File: src/design/rrpc_pkg.sv
// rrpc_pkg: shared types and constants for the rounded rectangle pixel classifier
// no dependencies; imported by every module of the block
package rrpc_pkg;

	localparam int unsigned MAX_COORD = 4096;

	localparam int unsigned PIX_W  = 12;
	localparam int unsigned REG_W  = 13;
	localparam int unsigned RAD_W  = 12;
	localparam int unsigned CW     = 16;
	localparam int unsigned SQ_W   = 2 * CW - 1;
	localparam int unsigned RR_W   = 2 * RAD_W;
	localparam int unsigned IDX_W  = 3;
	localparam int unsigned KIND_W = 2;

	localparam int unsigned CFG_LAT = 3;
	localparam int unsigned CNT_W   = $clog2(CFG_LAT + 1);

	localparam logic [IDX_W-1:0] REG_LEFT_X        = 3'd0;
	localparam logic [IDX_W-1:0] REG_TOP_Y         = 3'd1;
	localparam logic [IDX_W-1:0] REG_BOX_WIDTH     = 3'd2;
	localparam logic [IDX_W-1:0] REG_BOX_HEIGHT    = 3'd3;
	localparam logic [IDX_W-1:0] REG_CORNER_RADIUS = 3'd4;
	localparam logic [IDX_W-1:0] REG_OUTLINE_WIDTH = 3'd5;
	localparam logic [IDX_W-1:0] REG_FILL_ENABLE   = 3'd6;

	localparam logic [KIND_W-1:0] KIND_SKIP    = 2'd0;
	localparam logic [KIND_W-1:0] KIND_OUTLINE = 2'd1;
	localparam logic [KIND_W-1:0] KIND_FILL    = 2'd2;

	typedef struct packed {
		logic signed [CW-1:0] x0;
		logic signed [CW-1:0] x1;
		logic signed [CW-1:0] y0;
		logic signed [CW-1:0] y1;
		logic signed [CW-1:0] xa;
		logic signed [CW-1:0] xb;
		logic signed [CW-1:0] ya;
		logic signed [CW-1:0] yb;
		logic [RR_W-1:0]      rr;
		logic                 empty;
	} shape_t;

	typedef struct packed {
		shape_t outer;
		shape_t inner;
		logic   fill;
		logic   outline_on;
		logic   busy;
	} cfg_t;

endpackage

File: src/design/rounded_rect_pixel_classifier.sv
// rounded_rect_pixel_classifier: top level, input stage, two coverage lanes, output register
// depends on rrpc_pkg, rrpc_cfg and rrpc_lane
//
//   channel  direction  handshake                 payload
//   s_axis   in         s_axis_tvalid/tready      tdata: pixel_x, pixel_y
//   m_axis   out        m_axis_tvalid/tready      tdata: paint_kind
//   cfg      in         cfg_valid/cfg_ready       cfg_index, cfg_data
//
// one item per clock while s_axis_tready is high; each result passes through
// five register stages: input register, three lane stages, output register
// after reset and after each register write, s_axis_tready stays low while the
// derived box values settle
// a stalled output holds the whole pipeline; nothing is dropped or repeated
module rounded_rect_pixel_classifier
	import rrpc_pkg::*;
(
	input  logic             clk,
	input  logic             arst_n,
	input  logic             s_axis_tvalid,
	output logic             s_axis_tready,
	input  logic [23:0]      s_axis_tdata,  // [11:0] pixel_x, [23:12] pixel_y
	output logic             m_axis_tvalid,
	input  logic             m_axis_tready,
	output logic [7:0]       m_axis_tdata,  // [1:0] paint_kind, rest zero
	input  logic             cfg_valid,
	output logic             cfg_ready,
	input  logic [IDX_W-1:0] cfg_index,
	input  logic [REG_W-1:0] cfg_data
);

	cfg_t                 cfg;
	logic                 en, take;
	logic                 v_s1, v_s2, v_s3, v_s4;
	logic                 far_s1, far_s2, far_s3, far_s4;
	logic signed [CW-1:0] px_s1, py_s1;
	logic                 cov_o, cov_i;
	logic [KIND_W-1:0]    kind;
	logic [KIND_W-1:0]    kind_q;
	logic [PIX_W-1:0]     pix_x, pix_y;

	rrpc_cfg u_cfg (
		.clk       (clk),
		.arst_n    (arst_n),
		.cfg_valid (cfg_valid),
		.cfg_ready (cfg_ready),
		.cfg_index (cfg_index),
		.cfg_data  (cfg_data),
		.cfg       (cfg)
	);

	assign en            = !m_axis_tvalid || m_axis_tready;
	assign s_axis_tready = en && !cfg.busy;
	assign take          = s_axis_tvalid && s_axis_tready;
	assign pix_x         = s_axis_tdata[PIX_W-1:0];
	assign pix_y         = s_axis_tdata[2*PIX_W-1:PIX_W];

	always_ff @(posedge clk or negedge arst_n) begin
		if (!arst_n) begin
			v_s1          <= 1'b0;
			v_s2          <= 1'b0;
			v_s3          <= 1'b0;
			v_s4          <= 1'b0;
			m_axis_tvalid <= 1'b0;
		end else if (en) begin
			v_s1          <= take;
			v_s2          <= v_s1;
			v_s3          <= v_s2;
			v_s4          <= v_s3;
			m_axis_tvalid <= v_s4;
		end
	end

	always_ff @(posedge clk) begin
		if (en) begin
			px_s1  <= $signed(CW'(pix_x));
			py_s1  <= $signed(CW'(pix_y));
			far_s1 <= (32'(pix_x) >= MAX_COORD) || (32'(pix_y) >= MAX_COORD);
			far_s2 <= far_s1;
			far_s3 <= far_s2;
			far_s4 <= far_s3;
		end
	end

	rrpc_lane u_outer (
		.clk     (clk),
		.en      (en),
		.px      (px_s1),
		.py      (py_s1),
		.shape   (cfg.outer),
		.covered (cov_o)
	);

	rrpc_lane u_inner (
		.clk     (clk),
		.en      (en),
		.px      (px_s1),
		.py      (py_s1),
		.shape   (cfg.inner),
		.covered (cov_i)
	);

	always_comb begin
		kind = KIND_SKIP;
		if (!far_s4 && cov_o) begin
			if (cfg.outline_on && !cov_i)
				kind = KIND_OUTLINE;
			else if (cfg.fill)
				kind = KIND_FILL;
		end
	end

	always_ff @(posedge clk) begin
		if (en)
			kind_q <= kind;
	end

	assign m_axis_tdata = {{(8 - KIND_W){1'b0}}, kind_q};

endmodule

File: src/design/rrpc_cfg.sv
// rrpc_cfg: configuration registers and the derived outer and inner shapes
// depends on rrpc_pkg
module rrpc_cfg
	import rrpc_pkg::*;
(
	input  logic                    clk,
	input  logic                    arst_n,
	input  logic                    cfg_valid,
	output logic                    cfg_ready,
	input  logic [IDX_W-1:0]        cfg_index,
	input  logic [REG_W-1:0]        cfg_data,
	output cfg_t                    cfg
);

	logic signed [REG_W-1:0] left_q, top_q;
	logic [REG_W-1:0]        bw_q, bh_q;
	logic [RAD_W-1:0]        cr_q, ow_q;
	logic                    fill_q;
	logic [CNT_W-1:0]        settle_q;
	logic                    wr;

	// stage a
	logic signed [CW-1:0] x0_s1, x1_s1, y0_s1, y1_s1;
	logic [RAD_W-1:0]     rad_s1, ow_s1;
	logic                 empty_s1, iempty_s1;
	// stage b
	shape_t               outer_s2;
	logic signed [CW-1:0] x0i_s2, x1i_s2, y0i_s2, y1i_s2;
	logic [RAD_W-1:0]     radi_s2;
	logic                 iempty_s2;
	// stage c
	shape_t               outer_s3, inner_s3;

	logic [REG_W-1:0]     bwm1, bhm1;
	logic [RAD_W-1:0]     halfw, halfh, rad_c;
	logic signed [CW-1:0] x0_c, y0_c;

	assign wr        = cfg_valid && cfg_ready;
	assign cfg_ready = 1'b1;

	always_ff @(posedge clk or negedge arst_n) begin
		if (!arst_n) begin
			left_q   <= '0;
			top_q    <= '0;
			bw_q     <= '0;
			bh_q     <= '0;
			cr_q     <= '0;
			ow_q     <= '0;
			fill_q   <= 1'b0;
			settle_q <= CNT_W'(CFG_LAT);
		end else begin
			if (wr) begin
				settle_q <= CNT_W'(CFG_LAT);
				case (cfg_index)
					REG_LEFT_X:        left_q <= $signed(cfg_data);
					REG_TOP_Y:         top_q  <= $signed(cfg_data);
					REG_BOX_WIDTH:     bw_q   <= cfg_data;
					REG_BOX_HEIGHT:    bh_q   <= cfg_data;
					REG_CORNER_RADIUS: cr_q   <= cfg_data[RAD_W-1:0];
					REG_OUTLINE_WIDTH: ow_q   <= cfg_data[RAD_W-1:0];
					REG_FILL_ENABLE:   fill_q <= cfg_data[0];
					default: ;
				endcase
			end else if (settle_q != '0) begin
				settle_q <= settle_q - CNT_W'(1);
			end
		end
	end

	// clamp radius to half of the inner extent on both axes
	always_comb begin
		bwm1  = bw_q - REG_W'(1);
		bhm1  = bh_q - REG_W'(1);
		halfw = bwm1[REG_W-1:1];
		halfh = bhm1[REG_W-1:1];
		rad_c = cr_q;
		if (halfw < rad_c)
			rad_c = halfw;
		if (halfh < rad_c)
			rad_c = halfh;
		x0_c = CW'(left_q);
		y0_c = CW'(top_q);
	end

	always_ff @(posedge clk) begin
		x0_s1     <= x0_c;
		y0_s1     <= y0_c;
		x1_s1     <= x0_c + $signed(CW'(bwm1));
		y1_s1     <= y0_c + $signed(CW'(bhm1));
		rad_s1    <= rad_c;
		ow_s1     <= ow_q;
		empty_s1  <= (bw_q == '0) || (bh_q == '0);
		iempty_s1 <= (bw_q <= {ow_q, 1'b0}) || (bh_q <= {ow_q, 1'b0});
	end

	always_ff @(posedge clk) begin
		outer_s2.x0    <= x0_s1;
		outer_s2.x1    <= x1_s1;
		outer_s2.y0    <= y0_s1;
		outer_s2.y1    <= y1_s1;
		outer_s2.xa    <= x0_s1 + $signed(CW'(rad_s1));
		outer_s2.xb    <= x1_s1 - $signed(CW'(rad_s1));
		outer_s2.ya    <= y0_s1 + $signed(CW'(rad_s1));
		outer_s2.yb    <= y1_s1 - $signed(CW'(rad_s1));
		outer_s2.rr    <= rad_s1 * rad_s1;
		outer_s2.empty <= empty_s1;
		x0i_s2         <= x0_s1 + $signed(CW'(ow_s1));
		x1i_s2         <= x1_s1 - $signed(CW'(ow_s1));
		y0i_s2         <= y0_s1 + $signed(CW'(ow_s1));
		y1i_s2         <= y1_s1 - $signed(CW'(ow_s1));
		radi_s2        <= (rad_s1 > ow_s1) ? rad_s1 - ow_s1 : '0;
		iempty_s2      <= empty_s1 || iempty_s1;
	end

	always_ff @(posedge clk) begin
		outer_s3       <= outer_s2;
		inner_s3.x0    <= x0i_s2;
		inner_s3.x1    <= x1i_s2;
		inner_s3.y0    <= y0i_s2;
		inner_s3.y1    <= y1i_s2;
		inner_s3.xa    <= x0i_s2 + $signed(CW'(radi_s2));
		inner_s3.xb    <= x1i_s2 - $signed(CW'(radi_s2));
		inner_s3.ya    <= y0i_s2 + $signed(CW'(radi_s2));
		inner_s3.yb    <= y1i_s2 - $signed(CW'(radi_s2));
		inner_s3.rr    <= radi_s2 * radi_s2;
		inner_s3.empty <= iempty_s2;
	end

	assign cfg.outer      = outer_s3;
	assign cfg.inner      = inner_s3;
	assign cfg.fill       = fill_q;
	assign cfg.outline_on = (ow_q != '0);
	assign cfg.busy       = (settle_q != '0);

endmodule

File: src/design/rrpc_lane.sv
// rrpc_lane: three stage coverage test of one pixel against one rounded box
// depends on rrpc_pkg
module rrpc_lane
	import rrpc_pkg::*;
(
	input  logic                 clk,
	input  logic                 en,
	input  logic signed [CW-1:0] px,
	input  logic signed [CW-1:0] py,
	input  shape_t               shape,
	output logic                 covered
);

	logic                 inx_s2, iny_s2, midx_s2, midy_s2;
	logic signed [CW-1:0] dx_s2, dy_s2;
	logic [SQ_W-1:0]      sqx_s3, sqy_s3;
	logic                 inbox_s3, mid_s3;
	logic                 cov_s4;

	logic signed [2*CW-1:0] prodx, prody;
	logic [SQ_W:0]          dsq;

	always_ff @(posedge clk) begin
		if (en) begin
			inx_s2  <= (px >= shape.x0) && (px <= shape.x1);
			iny_s2  <= (py >= shape.y0) && (py <= shape.y1);
			midx_s2 <= (px >= shape.xa) && (px <= shape.xb);
			midy_s2 <= (py >= shape.ya) && (py <= shape.yb);
			dx_s2   <= px - ((px < shape.xa) ? shape.xa : shape.xb);
			dy_s2   <= py - ((py < shape.ya) ? shape.ya : shape.yb);
		end
	end

	assign prodx = dx_s2 * dx_s2;
	assign prody = dy_s2 * dy_s2;

	always_ff @(posedge clk) begin
		if (en) begin
			sqx_s3   <= prodx[SQ_W-1:0];
			sqy_s3   <= prody[SQ_W-1:0];
			inbox_s3 <= inx_s2 && iny_s2;
			mid_s3   <= midx_s2 || midy_s2;
		end
	end

	assign dsq = {1'b0, sqx_s3} + {1'b0, sqy_s3};

	always_ff @(posedge clk) begin
		if (en)
			cov_s4 <= !shape.empty && inbox_s3 && (mid_s3 || (dsq <= (SQ_W + 1)'(shape.rr)));
	end

	assign covered = cov_s4;

endmodule

File: config.mk
export PLATFORM = sky130hd
export DESIGN_NAME = rounded_rect_pixel_classifier
export DESIGN_NICKNAME = d
export VERILOG_FILES = /design/src/design/rrpc_pkg.sv /design/src/design/rounded_rect_pixel_classifier.sv /design/src/design/rrpc_cfg.sv /design/src/design/rrpc_lane.sv
export SDC_FILE = /design/constraint.sdc
export NUM_CORES = 2
export LEC_CHECK = 0
export BUFFER_PORTS_ARGS = -buffer_cell sky130_fd_sc_hd__buf_4
export CAP_MARGIN = 15
export CORE_MARGIN = 2
export CORE_UTILIZATION = 25
export DETAILED_ROUTE_END_ITERATION = 10
export GPL_TIMING_DRIVEN = 0
export PLACE_DENSITY = 0.39
export SYNTH_ARGS = -nofsm -noshare
export SYNTH_HDL_FRONTEND = slang
export SYNTH_HIERARCHICAL = 1
export SYNTH_SLANG_ARGS = --single-unit
File: constraint.sdc
create_clock -name clk -period 11.3 [get_ports clk]
set_input_delay 1.695 -clock clk [delete_from_list [all_inputs] [get_ports clk]]
set_output_delay 1.695 -clock clk [all_outputs]
set_load 0.05 [all_outputs]
Word-level counts from Yosys, hierarchy flattened

Index checks and enable logic that the tools add are counted.

Bits of input ports: 45
Logic and storage cells: 201
Output and inout bits: 11
Register bits after elaboration: 920

Eq/ne operators: 6
Bitwise gates (word level): 1
Add/subtract/negate cells: 24
Order comparisons: 27
Reductions and logical operators: 44
$mul: 6
Mux-type cells: 10

Operators by type and width:

| kind                                                                 | count |
|---|---|
| 13-bit by 16-bit less-or-equal comparator with 1-bit output          | 8 |
| 16-bit by 16-bit multiplier with 31-bit output                       | 4 |
| 13-bit by 16-bit greater-or-equal comparator with 1-bit output       | 6 |
| 16-bit by 13-bit subtractor with 16-bit output                       | 6 |
| 31-bit by 31-bit adder with 32-bit output                            | 2 |
| 32-bit by 24-bit less-or-equal comparator with 1-bit output          | 2 |
| 13-bit by 16-bit < comparator with 1-bit output                      | 4 |
| 16-bit 2-to-1 mux                                                    | 4 |
| 13-bit by 16-bit subtractor with 16-bit output                       | 4 |
| 13-bit by 13-bit adder with 14-bit output                            | 4 |
| 12-bit by 12-bit multiplier with 24-bit output                       | 2 |
| 16-bit by 13-bit adder with 16-bit output                            | 2 |
| 13-bit by 14-bit adder with 15-bit output                            | 2 |
| 13-bit greater-or-equal comparator                                   | 2 |
| 13-bit less-or-equal comparator                                      | 2 |
| 13-bit zero test                                                     | 2 |
| 13-bit by 1-bit subtractor with 13-bit output, second input constant | 2 |
| 12-bit < comparator                                                  | 2 |
| 12-bit 2-to-1 mux                                                    | 2 |
| 1-bit logical AND                                                    | 17 |
| 2-bit AND reduction                                                  | 7 |
| 12-bit > comparator                                                  | 1 |
| 12-bit nonzero test                                                  | 1 |
| 12-bit subtractor                                                    | 1 |
| 12 further kinds                                                     | 29 |

Logic depth before layout (Yosys ltp)

Depth in word-level cells: 5
Depth in mapped cells: 26
Gate-level depth less buffers: 25

By module

Netlist, hierarchy kept.

By module, submodules not included:

| module                        | cells each | instances | sequential area each (um^2) | area an instance (um^2) |
|---|---|---|---|---|
| rrpc_cfg                      | 3276       | 1         | 13610.6                     | 33413.3 |
| rrpc_lane at u_outer          | 3077       | 1         | 2972.9                      | 27634.0 |
| rrpc_lane at u_inner          | 3023       | 1         | 2972.9                      | 27456.3 |
| rounded_rect_pixel_classifier | 51         | 1         | 905.9                       | 1079.8 |

Least setup slack after synthesis

OpenSTA, ideal clock, no wires.

Path kind: register -> register
Start: reg u_inner.dy_s2[15]
End: reg u_inner.sqy_s3[30] (data pin)
Setup time: 0.260 ns
Required time: 11.040 ns
Slack: 4.933 ns
Path buffers: 2
Period minus slack after synthesis: 6.367 ns
Arrival time: 6.107 ns
Stages on the path, launching flop included: 25
Cell sequence: edfxtp_1 -> clkbuf_1 -> inv_1 -> clkbuf_1 -> nor2_1 -> fa_1 -> inv_1 -> fa_1 -> inv_1 -> fa_1 -> fa_1 -> fa_1 -> inv_1 -> fa_1 -> inv_1 -> ha_1 -> o21a_1 -> nor2_1 -> o31a_1 -> nand2_1 -> a211oi_1 -> o211ai_1 -> a21o_1 -> a21oi_1 -> xnor2_1

Longest elaborated chain between the ends: 1

RTL lines:

| item                                           | RTL line        | source |
|---|---|---|
| start: declaration                             | rrpc_lane.sv:15 | `logic signed [CW-1:0] dx_s2, dy_s2;` |
| start signal: assignment                       | rrpc_lane.sv:30 | `dy_s2 <= py - ((py < shape.ya) ? shape.ya : shape.yb);` |
| 16-bit by 16-bit multiplier with 31-bit output | rrpc_lane.sv:35 | `assign prody = dy_s2 * dy_s2;` |
| named net u_inner.prody[30]                    | rrpc_lane.sv:20 | `logic signed [2*CW-1:0] prodx, prody;` |
| end signal: assignment                         | rrpc_lane.sv:40 | `sqy_s3 <= prody[SQ_W-1:0];` |
| end: declaration                               | rrpc_lane.sv:16 | `logic [SQ_W-1:0] sqx_s3, sqy_s3;` |

The timed path passes the listed nets, and every way through them passes these cells.
A chain may end at the register's enable or synchronous reset.

Worst setup path after layout

Start: reg u_inner.dy_s2[4]
End: reg u_inner.sqy_s3[30] (data pin)

The elaborated chain is that of the path after synthesis.

==> results.cfg <==
[critical_path]
cp-end-kind = register
r2r_slack_ns = 2.88
worstPathRequired_ns = 11.77
path_class = register to register
worstPathMaxFanout = 10
critPathLaunchType = register
arrival_ns = 8.89

[detailed_routing]
drc = 0
num_vias = 63400
drt_iter0_drc = 2961
vias_per_cell = 4.36
drt_first_pass_iters = 5
wirelength_um = 262000
drtAntennaViolNets = 0
wl_per_cell_um = 18.1

[finish]
final_common_cell = inv_1
final_core_util = 0.282
final_cell_mix = inv_1 (2107), ha_1 (1123), fa_1 (1100), nor2_1 (588), dfxtp_1 (581)
syn2layout_area_growth_pct = 12.0
drive_above_1_share = 0.0457
final_nets = 11900
n_fill_cell = 38000

[sta]
clock.fmax_mhz = 119
fin_setup_tns_ns = 0
rsz0062_at_grt = no
setup_violations = 0
hold_violations = 0
period_share = 0.745
skew_ns = 0.0705
relSlewSlack = 0.197
final.min_clock_period_ns = 8.42
report.final.slew_viol_count = 0
max_slew.worst_pin.slew_ns = 1.20

[clocking]
ctsHoldBuffers = 0
htree_levels = 3
numCtsBuffers = 106
cts_num_sinks = 889
post_cts_resized = 0
cts_buffer_depth = 3
cts_tree = done
clkLatencyLatePin_ns = 0.77
root_buffer = clkbuf_16
path_clk_slew_ns = 0.06
post_cts_buffers = 0

[die]
die_y_um = 603
core_sq_um = 356000
io_pins = 56
rows = 219
start_util = 0.251
dieArea_sq_um = 363000
die_w_um = 603

[global_routing]
antenna_found_initial = 16
grt_pass1_wl_um = 407000
grt_max_degree = 107
grt_pass1_vias = 67700
grt.overflow.total = 0
track_usage = 0.146

[flow_run]
maxCapViolCount = 0

[min_path]
holdCritPathClass = register to register

[logic_synthesis]
synth_edf_count = 224
avgSynthCellArea_sq_um = 9.50
syn_area_sq_um = 89600
ys_async_sr_fraction = 0.0945
synth_seq_cells = 889
yosysUniqueCellTypes = 108
syn_inst = 9427
ys_seq_area_frac = 0.228
synth_warnings = 6
synth_ff_type = dfxtp_1

[status]
run_status = finished clean

[placed_design]
finalWeightedCongestion = 0.847
port-buffer-count = 48
dp_hpwl_um = 219000
==> flip-flops by register name (all words and copies together), names as in the netlist, 30 cells and up <==
| name | flops |
|---|---|
| u_outer/sqx_s3 | 30 |
| u_outer/sqy_s3 | 30 |
| u_cfg/cfg | 286 |
| u_inner/sqx_s3 | 30 |
| u_inner/sqy_s3 | 30 |
| u_cfg/outer_s2 | 140 |
==> cell families (layout without fill, tap and decap cells) <==
kind of cell             count (synthesis)  after routing  share of synthesized area
buffers and inverters                 2301           2556                     0.0978
adder cells (fa/ha/maj)               2223           2223                      0.403
flip-flops                             889            889                      0.228
AO/OA/AOI/OAI                         1385           1385                      0.102
AND/OR/NAND/NOR                       2054           2054                      0.111
XOR/XNOR                               453            453                     0.0443
multiplexers                           119            119                     0.0147
other                                    3             95                   0.000126
==> Yosys cell counts, types with 16 or more instances <==
cell type / instances / area share
o21ai_1: 21 / 0.0012
edfxtp_1: 224 / 0.075
nand3b_1: 16 / 0.0013
a31oi_1: 47 / 0.0033
xor2_1: 124 / 0.012
nor4_1: 35 / 0.0024
a211oi_1: 61 / 0.0051
and3_1: 47 / 0.0033
or2_2: 29 / 0.0020
a31o_2: 20 / 0.0020
dfrtp_1: 82 / 0.023
nand2b_1: 82 / 0.0057
nor2_1: 588 / 0.025
ha_1: 1123 / 0.16
o21a_1: 124 / 0.010
or3_1: 35 / 0.0024
xnor2_1: 329 / 0.032
mux2_2: 77 / 0.0097
nand2_1: 576 / 0.024
and2_1: 149 / 0.010
nand3_1: 98 / 0.0055
a21o_1: 164 / 0.014
clkbuf_1: 138 / 0.0058
buf_4: 29 / 0.0024
dfxtp_1: 581 / 0.13
nor2b_1: 120 / 0.0084
o31ai_1: 22 / 0.0018
a21boi_0: 33 / 0.0028
o21bai_1: 45 / 0.0038
o211ai_1: 38 / 0.0032
a2111oi_0: 22 / 0.0022
nor3b_1: 19 / 0.0016
nor3_1: 112 / 0.0063
nand4_1: 83 / 0.0058
a21oi_1: 397 / 0.022
fa_1: 1100 / 0.25
o21ai_0: 240 / 0.013
mux2i_1: 37 / 0.0041
inv_1: 2107 / 0.088
==> through the flow <==
| step | cells | hold WS, ns | area (sq um) | setup WS [ns] |
|---|---|---|---|---|
| 3_3_place_gp | 14300 | 0.310 | 96200 | 2.98 |
| 6_report | 14500 | 0.305 | 100000 | 2.88 |
| 2_1_floorplan | 9513 | 0.310 | 89900 | 4.93 |
| 3_5_place_dp | 14300 | 0.312 | 96400 | 2.96 |
| 5_1_grt | 14500 | 0.325 | 100000 | 2.39 |
| 4_1_cts | 14500 | 0.307 | 100000 | 2.91 |
==> worst paths after layout <==
kind / start / to / cells after the start
max: u_inner/dy_s2[4] / u_inner/sqy_s3[30] / 22
min: u_cfg/outer_s2[8] / u_cfg/cfg[164] / 0
max reg2reg: u_inner/dy_s2[4] / u_inner/sqy_s3[30] / 22
min reg2reg: u_cfg/outer_s2[8] / u_cfg/cfg[164] / 0
max in group asynchronous: arst_n / u_cfg/left_q[10] / 2
min in group asynchronous: arst_n / u_cfg/top_q[4] / 1
==> cell type report <==
type | instances | area, sq um | share of cell area
well taps | 4751 | 5940 | 0.0593
inverters | 2123 | 7970 | 0.0794
repair buffers | 57 | 588 | 0.00586
diodes | 6 | 15.0 | 0.000150
clock inverters | 46 | 644 | 0.00642
multi-input cells | 6323 | 60700 | 0.605
clock buffers | 152 | 3210 | 0.0320
flip-flops and latches | 889 | 20500 | 0.204
plain buffers | 178 | 798 | 0.00796
==> layer usage <==
metal	up-vias	share of wire	global-route usage	routed length (um)
met3	242	0.028	0.0120	7400
met1	31500	0.47	0.200	124000
met5	-	0.000034	0	9
li1	30700	-	-	-
met2	907	0.48	0.251	126000
met4	2	0.020	0.0291	5140
==> worst max-delay path, stage by stage (launching register included) <==
cell	delay, ns
edfxtp_1	0.51
clkbuf_1	0.64
clkbuf_1	0.64
nand2_1	0.31
fa_1	0.64
fa_1	0.50
inv_1	0.31
fa_1	0.50
fa_1	0.51
fa_1	0.49
inv_1	0.05
fa_1	0.47
inv_1	0.04
ha_1	0.21
nor3_1	0.24
a21boi_0	0.21
o31a_1	0.26
nand2_1	0.08
a211oi_1	0.60
o211ai_1	0.24
a21o_1	0.21
a21oi_1	0.17
xnor2_1	0.29
Power is not shown: default switching activity piles up to over one toggle a cycle in this logic, so the estimate is an artifact.
